==> src/hw/rtl/rau_pkg.sv <==
// ----------------------------------------------------------------------------
// rau_pkg - shared types and constants for the rational arithmetic unit
// Payload structs, operation and status codes, and the queue entry type.
// ----------------------------------------------------------------------------
package rau_pkg;

	localparam int OperandWidthDefault = 32;
	localparam int FieldWidth = 32;
	localparam int MagWidth = 64;
	localparam int QueueDepthDefault = 2;

	typedef enum logic [1:0] {
		OP_ADD = 2'd0,
		OP_SUB = 2'd1,
		OP_MUL = 2'd2,
		OP_DIV = 2'd3
	} op_t;

	typedef enum logic [1:0] {
		ST_OK       = 2'd0,
		ST_ZERO_DEN = 2'd1,
		ST_OVERFLOW = 2'd2
	} status_t;

	typedef struct packed {
		logic [1:0]         op;
		logic signed [31:0] a_num;
		logic signed [31:0] a_den;
		logic signed [31:0] b_num;
		logic signed [31:0] b_den;
	} in_item_t;

	typedef struct packed {
		logic signed [63:0] res_num;
		logic [62:0]        res_den;
		logic [1:0]         status;
	} out_item_t;

	// unreduced fraction handed from front to back
	typedef struct packed {
		logic        neg;
		logic [63:0] num_mag;
		logic [63:0] den_mag;
	} frac_t;

endpackage

==> src/hw/rtl/rau_queue.sv <==
// ----------------------------------------------------------------------------
// rau_queue - short FIFO between front and back
// Register-based, valid/stall on both sides.
// ----------------------------------------------------------------------------
module rau_queue #(
	parameter int DEPTH = rau_pkg::QueueDepthDefault
) (
	input  logic           clk,
	input  logic           arst_n,
	input  logic           w_valid,
	output logic           w_stall,
	input  rau_pkg::frac_t w_data,
	output logic           r_valid,
	input  logic           r_stall,
	output rau_pkg::frac_t r_data
);

	localparam int PW = (DEPTH > 1) ? $clog2(DEPTH) : 1;

	rau_pkg::frac_t mem_q [DEPTH];
	logic [PW-1:0] wp_q, rp_q;
	logic [PW:0]   cnt_q;
	logic push, pop;

	assign w_stall = (cnt_q == (PW+1)'(DEPTH));
	assign r_valid = (cnt_q != '0);
	assign r_data  = mem_q[rp_q];
	assign push    = w_valid && !w_stall;
	assign pop     = r_valid && !r_stall;

	always_ff @(posedge clk or negedge arst_n) begin
		if (!arst_n) begin
			wp_q  <= '0;
			rp_q  <= '0;
			cnt_q <= '0;
		end else begin
			if (push) wp_q <= (wp_q == PW'(DEPTH-1)) ? '0 : wp_q + 1'b1;
			if (pop)  rp_q <= (rp_q == PW'(DEPTH-1)) ? '0 : rp_q + 1'b1;
			cnt_q <= cnt_q + (PW+1)'(push) - (PW+1)'(pop);
		end
	end

	always_ff @(posedge clk) begin
		if (push) mem_q[wp_q] <= w_data;
	end

endmodule

==> config.mk <==
export PLATFORM = sky130hd
export DESIGN_NAME = rau_queue
export DESIGN_NICKNAME = d
export VERILOG_FILES = /design/src/hw/rtl/rau_pkg.sv /design/src/hw/rtl/rau_queue.sv
export SDC_FILE = /design/constraint.sdc
export NUM_CORES = 1
export LEC_CHECK = 0
export ABC_CLOCK_PERIOD_IN_PS = 7500
export BUFFER_PORTS_ARGS = -buffer_cell sky130_fd_sc_hd__buf_4
export CAP_MARGIN = 5
export CORE_ASPECT_RATIO = 0.75
export CORE_MARGIN = 1
export CORE_UTILIZATION = 52
export CTS_CLUSTER_SIZE = 14
export DETAILED_ROUTE_END_ITERATION = 7
export PLACE_DENSITY = 0.78
export SLEW_MARGIN = 20
export SYNTH_ARGS = -nofsm -noshare
export SYNTH_HDL_FRONTEND = slang
export SYNTH_SLANG_ARGS = --single-unit
==> constraint.sdc <==
create_clock -name clk -period 7.5 [get_ports clk]
set_input_delay 0.375 -clock clk [delete_from_list [all_inputs] [get_ports clk]]
set_output_delay 0.375 -clock clk [all_outputs]
set_load 0.005 [all_outputs]
After elaboration in Yosys (flattened, before gate mapping)
Memories as Yosys holds them, arrays and structs flattened.
Index checks and enable logic that the tools add are counted.
{"block": "word_totals", "ff_bits": 4, "ramBits": 258, "inputBits": 133, "output_inout_bits": 131, "elab_cells": 18, "memories": 1}
{"block": "op_classes", "addsub": 4, "n_eq_ne": 1, "n_mux": 4, "reduce_logical": 5}
{"memory": "mem_q", "depth": 2, "width": 129, "read_ports": 1, "rd_ports_with_merged_regs": 0, "wr": 1, "line_no": "rau_queue.sv:20", "rtl": "rau_pkg::frac_t mem_q [DEPTH];"}
{"op": "$mux 1", "count": 4}
{"op": "$add 1x1->1 const B", "count": 2}
{"op": "$add 2x1->2", "count": 1}
{"op": "$eq 2x2->1 const B", "count": 1}
{"op": "$logic_and 1x1->1", "count": 2}
{"op": "$logic_not 1->1", "count": 2}
{"op": "$reduce_bool 2->1", "count": 1}
{"op": "$sub 2x1->2", "count": 1}

Logic depth before layout (Yosys ltp)
{"block": "depth", "ltp_word": 5, "mapped_depth": 7, "depth_no_buf": 7}

Worst setup path before layout
No wires, ideal clock.
{"block": "synth_path", "path_type": "register -> register", "startpoint": "register cnt_q[1]", "endpoint": "memory mem_q[0][0] in the netlist's numbering (enable)", "setup_ps": 619, "arrival_time_ps": 5949, "required_ps": 6881, "setup_slack_ps": 932, "stages_incl_launch_ff": 4, "period_less_slack_ps": 6568, "cell_sequence": "dfrtp_1 -> nand2b_1 -> nand2_1 -> nor2_1"}
{"block": "synth_via", "elab_chain_len": 5}
{"item": "from (decl)", "line_no": "rau_queue.sv:22", "rtl": "logic [PW:0] cnt_q;"}
{"item": "from (signal assigned)", "line_no": "rau_queue.sv:39", "rtl": "cnt_q <= cnt_q + (PW+1)'(push) - (PW+1)'(pop);"}
{"item": "$eq 2x2->1", "line_no": "rau_queue.sv:25", "rtl": "assign w_stall = (cnt_q == (PW+1)'(DEPTH));"}
{"item": "$logic_not 1->1", "line_no": "rau_queue.sv:28", "rtl": "assign push = w_valid && !w_stall;"}
{"item": "$logic_and 1x1->1", "line_no": "rau_queue.sv:28"}
{"item": "$mux 1", "line_no": "rau_queue.sv:44", "rtl": "if (push) mem_q[wp_q] <= w_data;"}
{"item": "$mux 1 (not written as such)", "line_no": "rau_queue.sv:44"}
{"item": "to (decl)", "line_no": "rau_queue.sv:20"}
No other way between the ends.

==> key figures <==
Cells and area
  • Synth-to-Final Area Change: 32.2%
  • Nets: 836
  • Layout cells sized above 1: 60.3%
  • N_diodes: 0
  • Post-route cell area: 12600 um^2

STA
  • Final Max Slew Viols: 0
  • Final Cycle Share: 44.0%
  • Slew @ Worst Pin: 1050 ps
  • Final TNS setup: 0 ps
  • Post-layout min period: 3300 ps
  • Layout Skew: 8.34 ps
  • F_max: 0.303 GHz
  • Setup Viol. Count Final: 0
  • RSZ-0062 raised after global routing: no
  • Final Hold Fails: 0
  • Worst-case headroom to the max-slew limit: 30.2%

Worst hold path
  • Hold Crit Depth: 1
  • Hold endpoint: mem_q[0][7]
  • Type of the most critical hold path: in -> reg
  • HP Start: w_data[7]

Die
  • # rows: 42
  • DIE HEIGHT: 119 um
  • Initial Util: 53.5%
  • # IOs: 264
  • DIE AREA: 18900 um^2
  • Core ar.: 17800 um^2
  • Chip width: 158 um

Global route
  • Gr usage total: 18.7%
  • Largest net degree at the start of global routing: 87
  • Vias in the first global route: 5043
  • Grt ovf: 0
  • Global-route wire length before repair: 26600 um
  • Initial antenna violation count: 0

Detailed routing
  • DR pass1 iterations: 4
  • Antenna viol nets, final: 0
  • WL/cell: 19.0 um
  • Via count: 4790
  • DRC marker count from the first detailed-route iteration: 145
  • Total routed wirelength: 18200 um
  • Vias per inst: 4.99
  • Remaining DRCs: 0

Status
  • Outcome: complete, no violations

Logic synthesis
  • Post-synth EDFFs: 258
  • Post-synthesis sequential area ratio: 82.3%
  • Post-Syn Area: 9540 um^2
  • Avg Inst Size Synth: 22.8 um^2
  • Largest area contributor in the netlist: edfxtp_1
  • Main synth FF type: edfxtp_1
  • Area share of the largest cell type after synthesis: 81.2%
  • Flop and latch count out of synthesis: 262
  • Synth area leaders: edfxtp_1 81%, mux2_2 15%, buf_6 1.2%
  • Syn Nets: 554
  • Synthesized instance count: 419
  • Distinct cells, synth: 16
  • Warnings, synthesis: 0
  • Asr flop ratio synth: 1.53%

Pwr
  • Pleak: 0.00471 uW
  • VDD IR max: 0.207 mV
  • Pwr/cell area: 378 nW/um^2

Clock tree
  • Clock Sink Count: 262
  • CTS Buffer Depth: 3
  • CTS Buf Count: 25
  • TritonCTS clock tree: yes
  • Post-cts sizing count: 0
  • Clk Latency, worst-skew pair: 500 ps
  • CTS root buf: clkbuf_16
  • H-tree depth: 1
  • Clk slew on worst S/H paths: 60 ps

Placed design
  • Final HPWL DP: 12200 um
  • Placer Congestion: 0.769
  • Dpl cell area: 11800 um^2
  • Port-buffer cells: 263

Setup path
  • R2r setup slk: 4860 ps
  • Worst Setup Start Kind: flip-flop
  • Crit Path Category: reg -> out
  • CP arrival: 2930 ps
  • CP Max Fanout: 79
  • Endpoint class of the critical path: output port
  • Reg-to-reg endpoint: mem_q[1][59]
  • Crit Reg-Reg Startpoint: cnt_q[0]
  • Worst EP required: 7120 ps
  • Worst r2r path cells: 3

Job
  • Max_cap viols: 0
worst max-delay path, cell delays in order (launching register included):
cell	delay, ps
dfrtp_4	870
buf_4	870
mux2_2	450
buf_4	140
metal layers:
| metal | share of wire, % | up-vias | track usage [%] |
|---|---|---|---|
| li1 | - | 2231 | - |
| met1 | 40 | 2333 | 23.2 |
| met2 | 49 | 197 | 31.6 |
| met3 | 9.1 | 29 | 5.90 |
| met4 | 2.3 | 0 | 4.87 |
| met5 | 0 | - | 0 |
metrics by stage:
stage               setup WS [ps]  hold WS, ps  utilization [%]  cells  power, uW
CTS                          4160         39.2             70.7    960       4830
global route                 4040         38.5             70.8    960       4980
global placement             4450          173             65.8    913       3490
floorplan                     932         79.4                -    419       2910
finish                       4200         56.4             70.8    960       4770
detailed placement           4580          176             66.0    915       3560
cells by family after synthesis:
| logic type | after synthesis | share of synthesized area, % |
|---|---|---|
| DFF | 262 | 82.3 |
| xor gates and xnor gates | 4 | 0.367 |
| and+or+nand+nor | 6 | 0.341 |
| muxes | 129 | 15.2 |
| adders and majority gates | 2 | 0.262 |
| buffers and inverters | 16 | 1.50 |
power by group:
group | leakage, uW | internal, uW | switching [uW] | total, uW
logic | 0.00186 | 779 | 598 | 1380
clock network | 0.000399 | 781 | 482 | 1260
registers | 0.00244 | 2010 | 125 | 2130
cells in the mapped netlist (2+ instances only):
cell type / count
inv_1: 2
dfrtp_1: 4
buf_6: 10
mux2_2: 129
buf_2: 3
edfxtp_1: 258
ha_1: 2
xnor2_1: 3
flip-flops by register name (all words and copies together), names as in the netlist:
signal / cells
wp_q: 1
rp_q: 1
mem_q: 258
cnt_q: 2
layout make-up:
| type | count | area (um^2) |
|---|---|---|
| fillers | 1125 | 5210 |
| clock inverters | 13 | 185 |
| inverters | 2 | 7.51 |
| repair buffers | 269 | 2050 |
| well taps | 242 | 303 |
| multi-input cells | 141 | 1560 |
| clock buffers | 31 | 648 |
| flip-flops and latches | 262 | 7850 |
worst max path at each step:
stage               startpoint            to  slack, ps  depth (start not counted)
floorplan             cnt_q[1]   mem_q[0][0]        930                          3
global placement      cnt_q[1]  mem_q[0][15]       4450                          4
detailed placement    cnt_q[0]  mem_q[0][15]       4580                          6
CTS                       rp_q    r_data[89]       4160                          3
global route              rp_q    r_data[89]       4040                          3
finish                    rp_q    r_data[89]       4200                          3
layout by cell type, fill, tap and decap left out, drive strengths merged:
cell type	n
and3	1
buf	268
bufinv	5
clkbuf	31
clkinv	7
clkinvlp	1
dfrtp	4
dlygate4sd3	1
edfxtp	258
ha	2
inv	2
mux2	129
nand2	1
nand2b	1
nor2	1
nor2b	1
or2	1
xnor2	3
xor2	1
repair_timing:
item	CTS	global route
buffers inserted	0	0
hold buffers	1	0
hold endpoints to repair	4	0
Note: power is estimated with default switching activity, not from simulation.
