### src/hw/rtl/rau_pkg.sv
// ----------------------------------------------------------------------------
// rau_pkg - shared types and constants for the rational arithmetic unit
// Payload structs, operation and status codes, and the queue entry type.
// ----------------------------------------------------------------------------
package rau_pkg;

	localparam int OperandWidthDefault = 32;
	localparam int FieldWidth = 32;
	localparam int MagWidth = 64;
	localparam int QueueDepthDefault = 2;

	typedef enum logic [1:0] {
		OP_ADD = 2'd0,
		OP_SUB = 2'd1,
		OP_MUL = 2'd2,
		OP_DIV = 2'd3
	} op_t;

	typedef enum logic [1:0] {
		ST_OK       = 2'd0,
		ST_ZERO_DEN = 2'd1,
		ST_OVERFLOW = 2'd2
	} status_t;

	typedef struct packed {
		logic [1:0]         op;
		logic signed [31:0] a_num;
		logic signed [31:0] a_den;
		logic signed [31:0] b_num;
		logic signed [31:0] b_den;
	} in_item_t;

	typedef struct packed {
		logic signed [63:0] res_num;
		logic [62:0]        res_den;
		logic [1:0]         status;
	} out_item_t;

	// unreduced fraction handed from front to back
	typedef struct packed {
		logic        neg;
		logic [63:0] num_mag;
		logic [63:0] den_mag;
	} frac_t;

endpackage

### src/hw/rtl/rau_front.sv
// ----------------------------------------------------------------------------
// rau_front - operand decode and cross products
// Sign-extends operands, forms the unreduced fraction in steps S_M0, S_M1
// (and S_M2 for add/sub) using one shared 33x33 signed multiplier.
// ----------------------------------------------------------------------------
module rau_front #(
	parameter int OPERAND_WIDTH = rau_pkg::OperandWidthDefault
) (
	input  logic              clk,
	input  logic              arst_n,
	input  logic              in_valid,
	output logic              in_stall,
	input  rau_pkg::in_item_t in_data,
	output logic              f_valid,
	input  logic              f_stall,
	output rau_pkg::frac_t    f_data
);

	typedef enum logic [4:0] {
		S_IDLE = 5'b00001,
		S_M0   = 5'b00010,
		S_M1   = 5'b00100,
		S_M2   = 5'b01000,
		S_OUT  = 5'b10000
	} fst_t;

	fst_t state_q;
	logic [1:0] op_q;
	logic signed [32:0] an_q, ad_q, bn_q, bd_q;
	logic signed [32:0] mx, my;
	logic signed [65:0] prod;
	logic signed [65:0] p0_q, p1_q, p2_q;
	logic signed [65:0] num_s, den_s;
	rau_pkg::frac_t frac_c;

	function automatic logic signed [32:0] sext(input logic [31:0] v);
		logic signed [32:0] r;
		r = 33'(signed'(v[OPERAND_WIDTH-1:0]));
		return r;
	endfunction

	assign in_stall = (state_q != S_IDLE);
	assign f_valid  = (state_q == S_OUT);
	assign f_data   = frac_c;

	// multiplier operand selection per step
	always_comb begin
		mx = an_q;
		my = bd_q;
		unique case (state_q)
			S_M0: begin
				mx = an_q;
				my = (op_q == rau_pkg::OP_MUL) ? bn_q : bd_q;
			end
			S_M1: begin
				mx = ad_q;
				my = (op_q == rau_pkg::OP_DIV) ? bn_q : bd_q;
			end
			S_M2: begin
				mx = bn_q;
				my = ad_q;
			end
			default: begin
				mx = an_q;
				my = bd_q;
			end
		endcase
	end

	assign prod = 66'(mx) * 66'(my);

	always_comb begin
		num_s = p0_q;
		case (op_q)
			rau_pkg::OP_ADD: num_s = p0_q + p2_q;
			rau_pkg::OP_SUB: num_s = p0_q - p2_q;
			default:         num_s = p0_q;
		endcase
		den_s = p1_q;
	end

	always_ff @(posedge clk or negedge arst_n) begin
		if (!arst_n) begin
			state_q <= S_IDLE;
		end else begin
			unique case (state_q)
				S_IDLE: if (in_valid) state_q <= S_M0;
				S_M0:   state_q <= S_M1;
				S_M1:   state_q <= (op_q[1]) ? S_OUT : S_M2;
				S_M2:   state_q <= S_OUT;
				S_OUT:  if (!f_stall) state_q <= S_IDLE;
				default: state_q <= S_IDLE;
			endcase
		end
	end

	always_ff @(posedge clk) begin
		if (state_q == S_IDLE && in_valid) begin
			op_q <= in_data.op;
			an_q <= sext(in_data.a_num);
			ad_q <= sext(in_data.a_den);
			bn_q <= sext(in_data.b_num);
			bd_q <= sext(in_data.b_den);
			p2_q <= '0;
		end
		if (state_q == S_M0) p0_q <= prod;
		if (state_q == S_M1) p1_q <= prod;
		if (state_q == S_M2) p2_q <= prod;
	end

	// sign-magnitude fraction from the held products, steady while in S_OUT
	always_comb begin
		frac_c.neg     = num_s[65] ^ den_s[65];
		frac_c.num_mag = num_s[65] ? 64'(-num_s) : 64'(num_s);
		frac_c.den_mag = den_s[65] ? 64'(-den_s) : 64'(den_s);
	end

endmodule

### config.mk
export PLATFORM = sky130hd
export DESIGN_NAME = rau_front
export DESIGN_NICKNAME = d
export VERILOG_FILES = /design/src/hw/rtl/rau_pkg.sv /design/src/hw/rtl/rau_front.sv
export SDC_FILE = /design/constraint.sdc
export NUM_CORES = 2
export LEC_CHECK = 0
export BUFFER_PORTS_ARGS = -buffer_cell sky130_fd_sc_hd__buf_2
export CORE_ASPECT_RATIO = 1.25
export CORE_UTILIZATION = 60
export CTS_CLUSTER_SIZE = 40
export DETAILED_ROUTE_END_ITERATION = 7
export GPL_TIMING_DRIVEN = 0
export PLACE_DENSITY = 0.78
export SLEW_MARGIN = 20
export SYNTH_ARGS = -nofsm -noshare
export SYNTH_HDL_FRONTEND = slang
export SYNTH_SLANG_ARGS = --single-unit
### constraint.sdc
create_clock -name clk -period 23.9 [get_ports clk]
set_clock_uncertainty 0.15 [all_clocks]
set_input_delay 5.975 -clock clk [delete_from_list [all_inputs] [get_ports clk]]
set_output_delay 5.975 -clock clk [all_outputs]
set_load 0.005 [all_outputs]
Yosys cells after proc, flatten, opt, wreduce, memory -nomap -nowiden
Cells that the tools add are included. W data, S select, Z words.

Flip-flop bits (word level): 333. Logic and storage cells: 43.

Add/subtract/negate cells: 4. $mul: 1. Equal/unequal tests: 11. Muxes and demuxes: 13. Bitwise logic cells: 1. Reduce and logical (&&, ||, !) cells: 4.

Operator list (count): $mux W66 (2); $pmux W66 S2 (1); $mux W64 (2); $neg A64 Y64 (2); $pmux W33 S3 (1); $add A66 B66 Y66 (1); $mul A33 B33 Y66 (1); $mux W33 (2); $pmux W33 S2 (1); $sub A66 B66 Y66 (1); $pmux W5 S5 (1); $mux W5 (3); $eq A5 B1 Y1 const B (1); $eq A5 B2 Y1 const B (1); $eq A5 B3 Y1 const B (1); $eq A5 B4 Y1 const B (1); $eq A5 B5 Y1 const B (1); $ne A5 B1 Y1 const B (1); $eq A2 B2 Y1 const B (2); $ne A2 B2 Y1 const B (2); $eq A2 B1 Y1 const B (1); $logic_not A2 Y1 (1); $reduce_and A2 Y1 (1); $reduce_bool A2 Y1 (1); 2 further kinds (2).

Logic depth before layout (Yosys ltp)
Depth in word-level cells: 5. Depth in mapped cells: 43.

Least setup slack after synthesis
No wires, ideal clock.

Path kind: register to output. Start: register p2_q[0]. End: output f_data[73] (netlist bit). Arrival time: 6101 ps. Path slack: 11674 ps. Cell stages (with the launch flop): 26. Buffers on the path: 2. Cell sequence: edfxtp_1 -> inv_1 -> ha_1 -> nand3b_1 -> or4_1 -> or2_2 -> nor3_1 -> nand3_1 -> nor4_1 -> a21oi_1 -> xnor2_1 -> ha_1 -> clkbuf_1 -> nand4_1 -> or4_1 -> a21oi_1 -> nor3_1 -> o21a_1 -> o31a_1 -> o21ai_0 -> a21oi_1 -> o21ai_0 -> xor2_1 -> clkbuf_1 -> nor2_1 -> xnor2_1.

RTL lines: start, declared (RTL line rau_front.sv:32) `logic signed [65:0] p0_q, p1_q, p2_q;`; start signal, assigned (RTL line rau_front.sv:108) `if (state_q == S_M2) p2_q <= prod;`; end, declared (RTL line rau_front.sv:16) `output rau_pkg::frac_t f_data`.

==> results.cfg <==
[run_status]
outcome = completed

[global_route]
grtUsageTotal_pct = 49.5
grt_use_met3_pct = 16.9
grt_max_degree = 68
antenna_found_initial = 12
grt-ovfl-total = 0
grt_pass1_vias = 51800
gr-usage-met1_pct = 54.5
grtUsageMet2_pct = 76.2
grt_pass1_wl_mm = 342
busiest_layer = met2

[die]
die_h_um = 350
initial_utilization_pct = 60.6
io_pins = 265
placement_rows = 127
die_x_um = 281
fp.dieArea_um2 = 98300
fp.coreArea_um2 = 96100

[yosys]
synth.most_common_cell = inv_1
synth_area_leaders = fa_1, edfxtp_1, inv_1
synth.avg_cell_area_um2 = 9.36
synthMuxAreaShare_pct = 0.384
ys_async_sr_fraction_pct = 1.51
synth.distinct_cells = 84
netlist_top_cells_count = inv_1, fa_1, nand2_1
yosys_warnings = 0
synth-compound-area-share_pct = 9.68
ys.flop_type = edfxtp_1
synth_top_cell_by_area = fa_1
syn-num-nets = 7768
synth-xor-area-share_pct = 4.39
synth_seq_cells = 332
synth_top_family_by_area = adder cells
synth_area_um2 = 58200
synthAdderAreaFrac_pct = 44.7
synth-simple-area-share_pct = 14.3
synth_seq_area_share_pct = 17.1
synth-edff-count = 327
synth_top_area_share_pct = 38.6
syn_inst = 6226

[cts]
path_clk_slew_ns = 0.07
clk_path_buf_depth = 3
cts_num_sinks = 332
cts_made_buffers = 30
root_buffer = clkbuf_16
cts_setup_buffers = 0
cts_hold_buffers = 0
cts_tree = built
clk_latency_ns = 0.62
cts-resized-gates = 0
htreeDepth = 1

[sta]
hold_viol = 0
setup_viol = 0
rsz0062_at_grt = false
drv_slew = 0
final.setup.tns_ns = 0
worst_slew_pin_slew_ns = 1.34
relSlewSlack_pct = 10.4
fmax_mhz = 56.1
fin_crit_ns = 17.84
finalCritPeriodShare_pct = 74.6
holdWs_ns = 0.505

[critical_path]
required_ns = 17.78
start_kind = register
crit_path_max_incr_delay_ns = 0.99
cp_num_buf_inv = 11
slowest_stage = clkbuf_1
critPathMaxFanout = 10
worstSetupPathType = register to primary output
cp_common_cell = clkbuf_1
critPathArrivalTime_ns = 11.71
cp_top_family = buffers and inverters
critPathCaptureType = primary output

[placed_design]
placed_cells = 7835
port_buffers = 264
routabilityCongestion = 1.10
post-dp-hpwl_mm = 196

[final_layout]
instances_no_fill = 7897
fill_cells = 7651
multi_input_area_um2 = 43400
area_growth_pct = 8.99
fin_nets = 8120
register_area_um2 = 9950
drive_above_1_share_pct = 7.50

[drt]
via_count = 49900
ant_nets = 0
drcViolationCount = 0
routed_wl_mm = 238
drt_iter0_drc = 5287
viasPerCell = 6.31
wl_per_cell_um = 30.1
drt-pass1-iter-count = 8

[min_path]
hold_path_class = register to register

[run]
drv_cap = 0
[through the flow]
| stage | utilization, % | setup slack, ns | area (um^2) |
|---|---|---|---|
| 5_1_grt | 66.0 | 5.97 | 63500 |
| 3_3_place_gp | 63.6 | 6.70 | 61200 |
| 2_1_floorplan | - | 11.67 | 58200 |
| 3_5_place_dp | 64.9 | 7.00 | 62400 |
| 4_1_cts | 66.0 | 6.32 | 63400 |
| 6_report | 66.0 | 6.06 | 63500 |
[per-layer routing]
layer,vias to the layer above,part of all wire [%]
met1,24500,33
met2,3601,44
met3,1223,12
li1,20500,-
met4,18,11
met5,-,0.056
[flip-flops by register name, indices dropped and copies added, names as in the netlist]
| register | flops |
|---|---|
| bn_q | 32 |
| state_q | 5 |
| den_s | 65 |
| p0_q | 66 |
| p2_q | 66 |
| bd_q | 32 |
| an_q | 32 |
| op_q | 2 |
| ad_q | 32 |
[final timing paths]
check	slack, ns	cells past startpoint	to	startpoint
worst max-delay path	6.06	28	f_data[69]	op_q[1]
worst min-delay path	0.50	1	state_q[2]	state_q[1]
worst max register to register	7.43	38	p2_q[65]	op_q[1]
worst min register to register	0.50	1	state_q[2]	state_q[1]
max in group asynchronous	18.34	1	state_q[0]	arst_n
min in group asynchronous	5.02	1	state_q[2]	arst_n
[final cells by class]
| type | count | area share [%] |
|---|---|---|
| Tap cell | 1290 | 2.54 |
| Clock inverter | 23 | 0.388 |
| Timing Repair Buffer | 320 | 3.05 |
| Inverter | 1156 | 6.83 |
| Multi-Input combinational cell | 4437 | 68.4 |
| Buffer | 301 | 1.84 |
| Antenna cell | 5 | 0.0197 |
| Sequential cell | 332 | 15.7 |
| Clock buffer | 33 | 1.23 |
[cell usage in the layout, fill, tap and decap left out, types with 21 or more instances in the layout]
master	n
o21a_1	24
xnor2_1	192
a31oi_1	32
buf_2	272
nand2_1	712
a221oi_4	26
o21ai_0	168
a21oi_1	175
o31ai_1	47
nand2b_1	23
nand4_1	43
clkbuf_1	265
or3_1	23
fa_1	1121
and2_1	141
nor2_1	710
a21o_1	74
inv_1	1155
nor3_1	48
nand3_1	45
o21bai_1	28
a221o_1	63
ha_1	285
clkbuf_2	21
buf_6	27
clkbuf_16	31
xor2_1	99
or2_2	22
nor4_1	23
edfxtp_1	327
[cells by family after synthesis]
family / after synthesis
flip-flops: 332
multiplexers: 22
AO/OA/AOI/OAI: 816
AND/OR/NAND/NOR: 1899
XOR/XNOR: 292
adder cells (fa/ha/maj): 1408
buffers and inverters: 1457
Power is not shown: default switching activity piles up to over one toggle a cycle in this logic, so the estimate is an artifact.
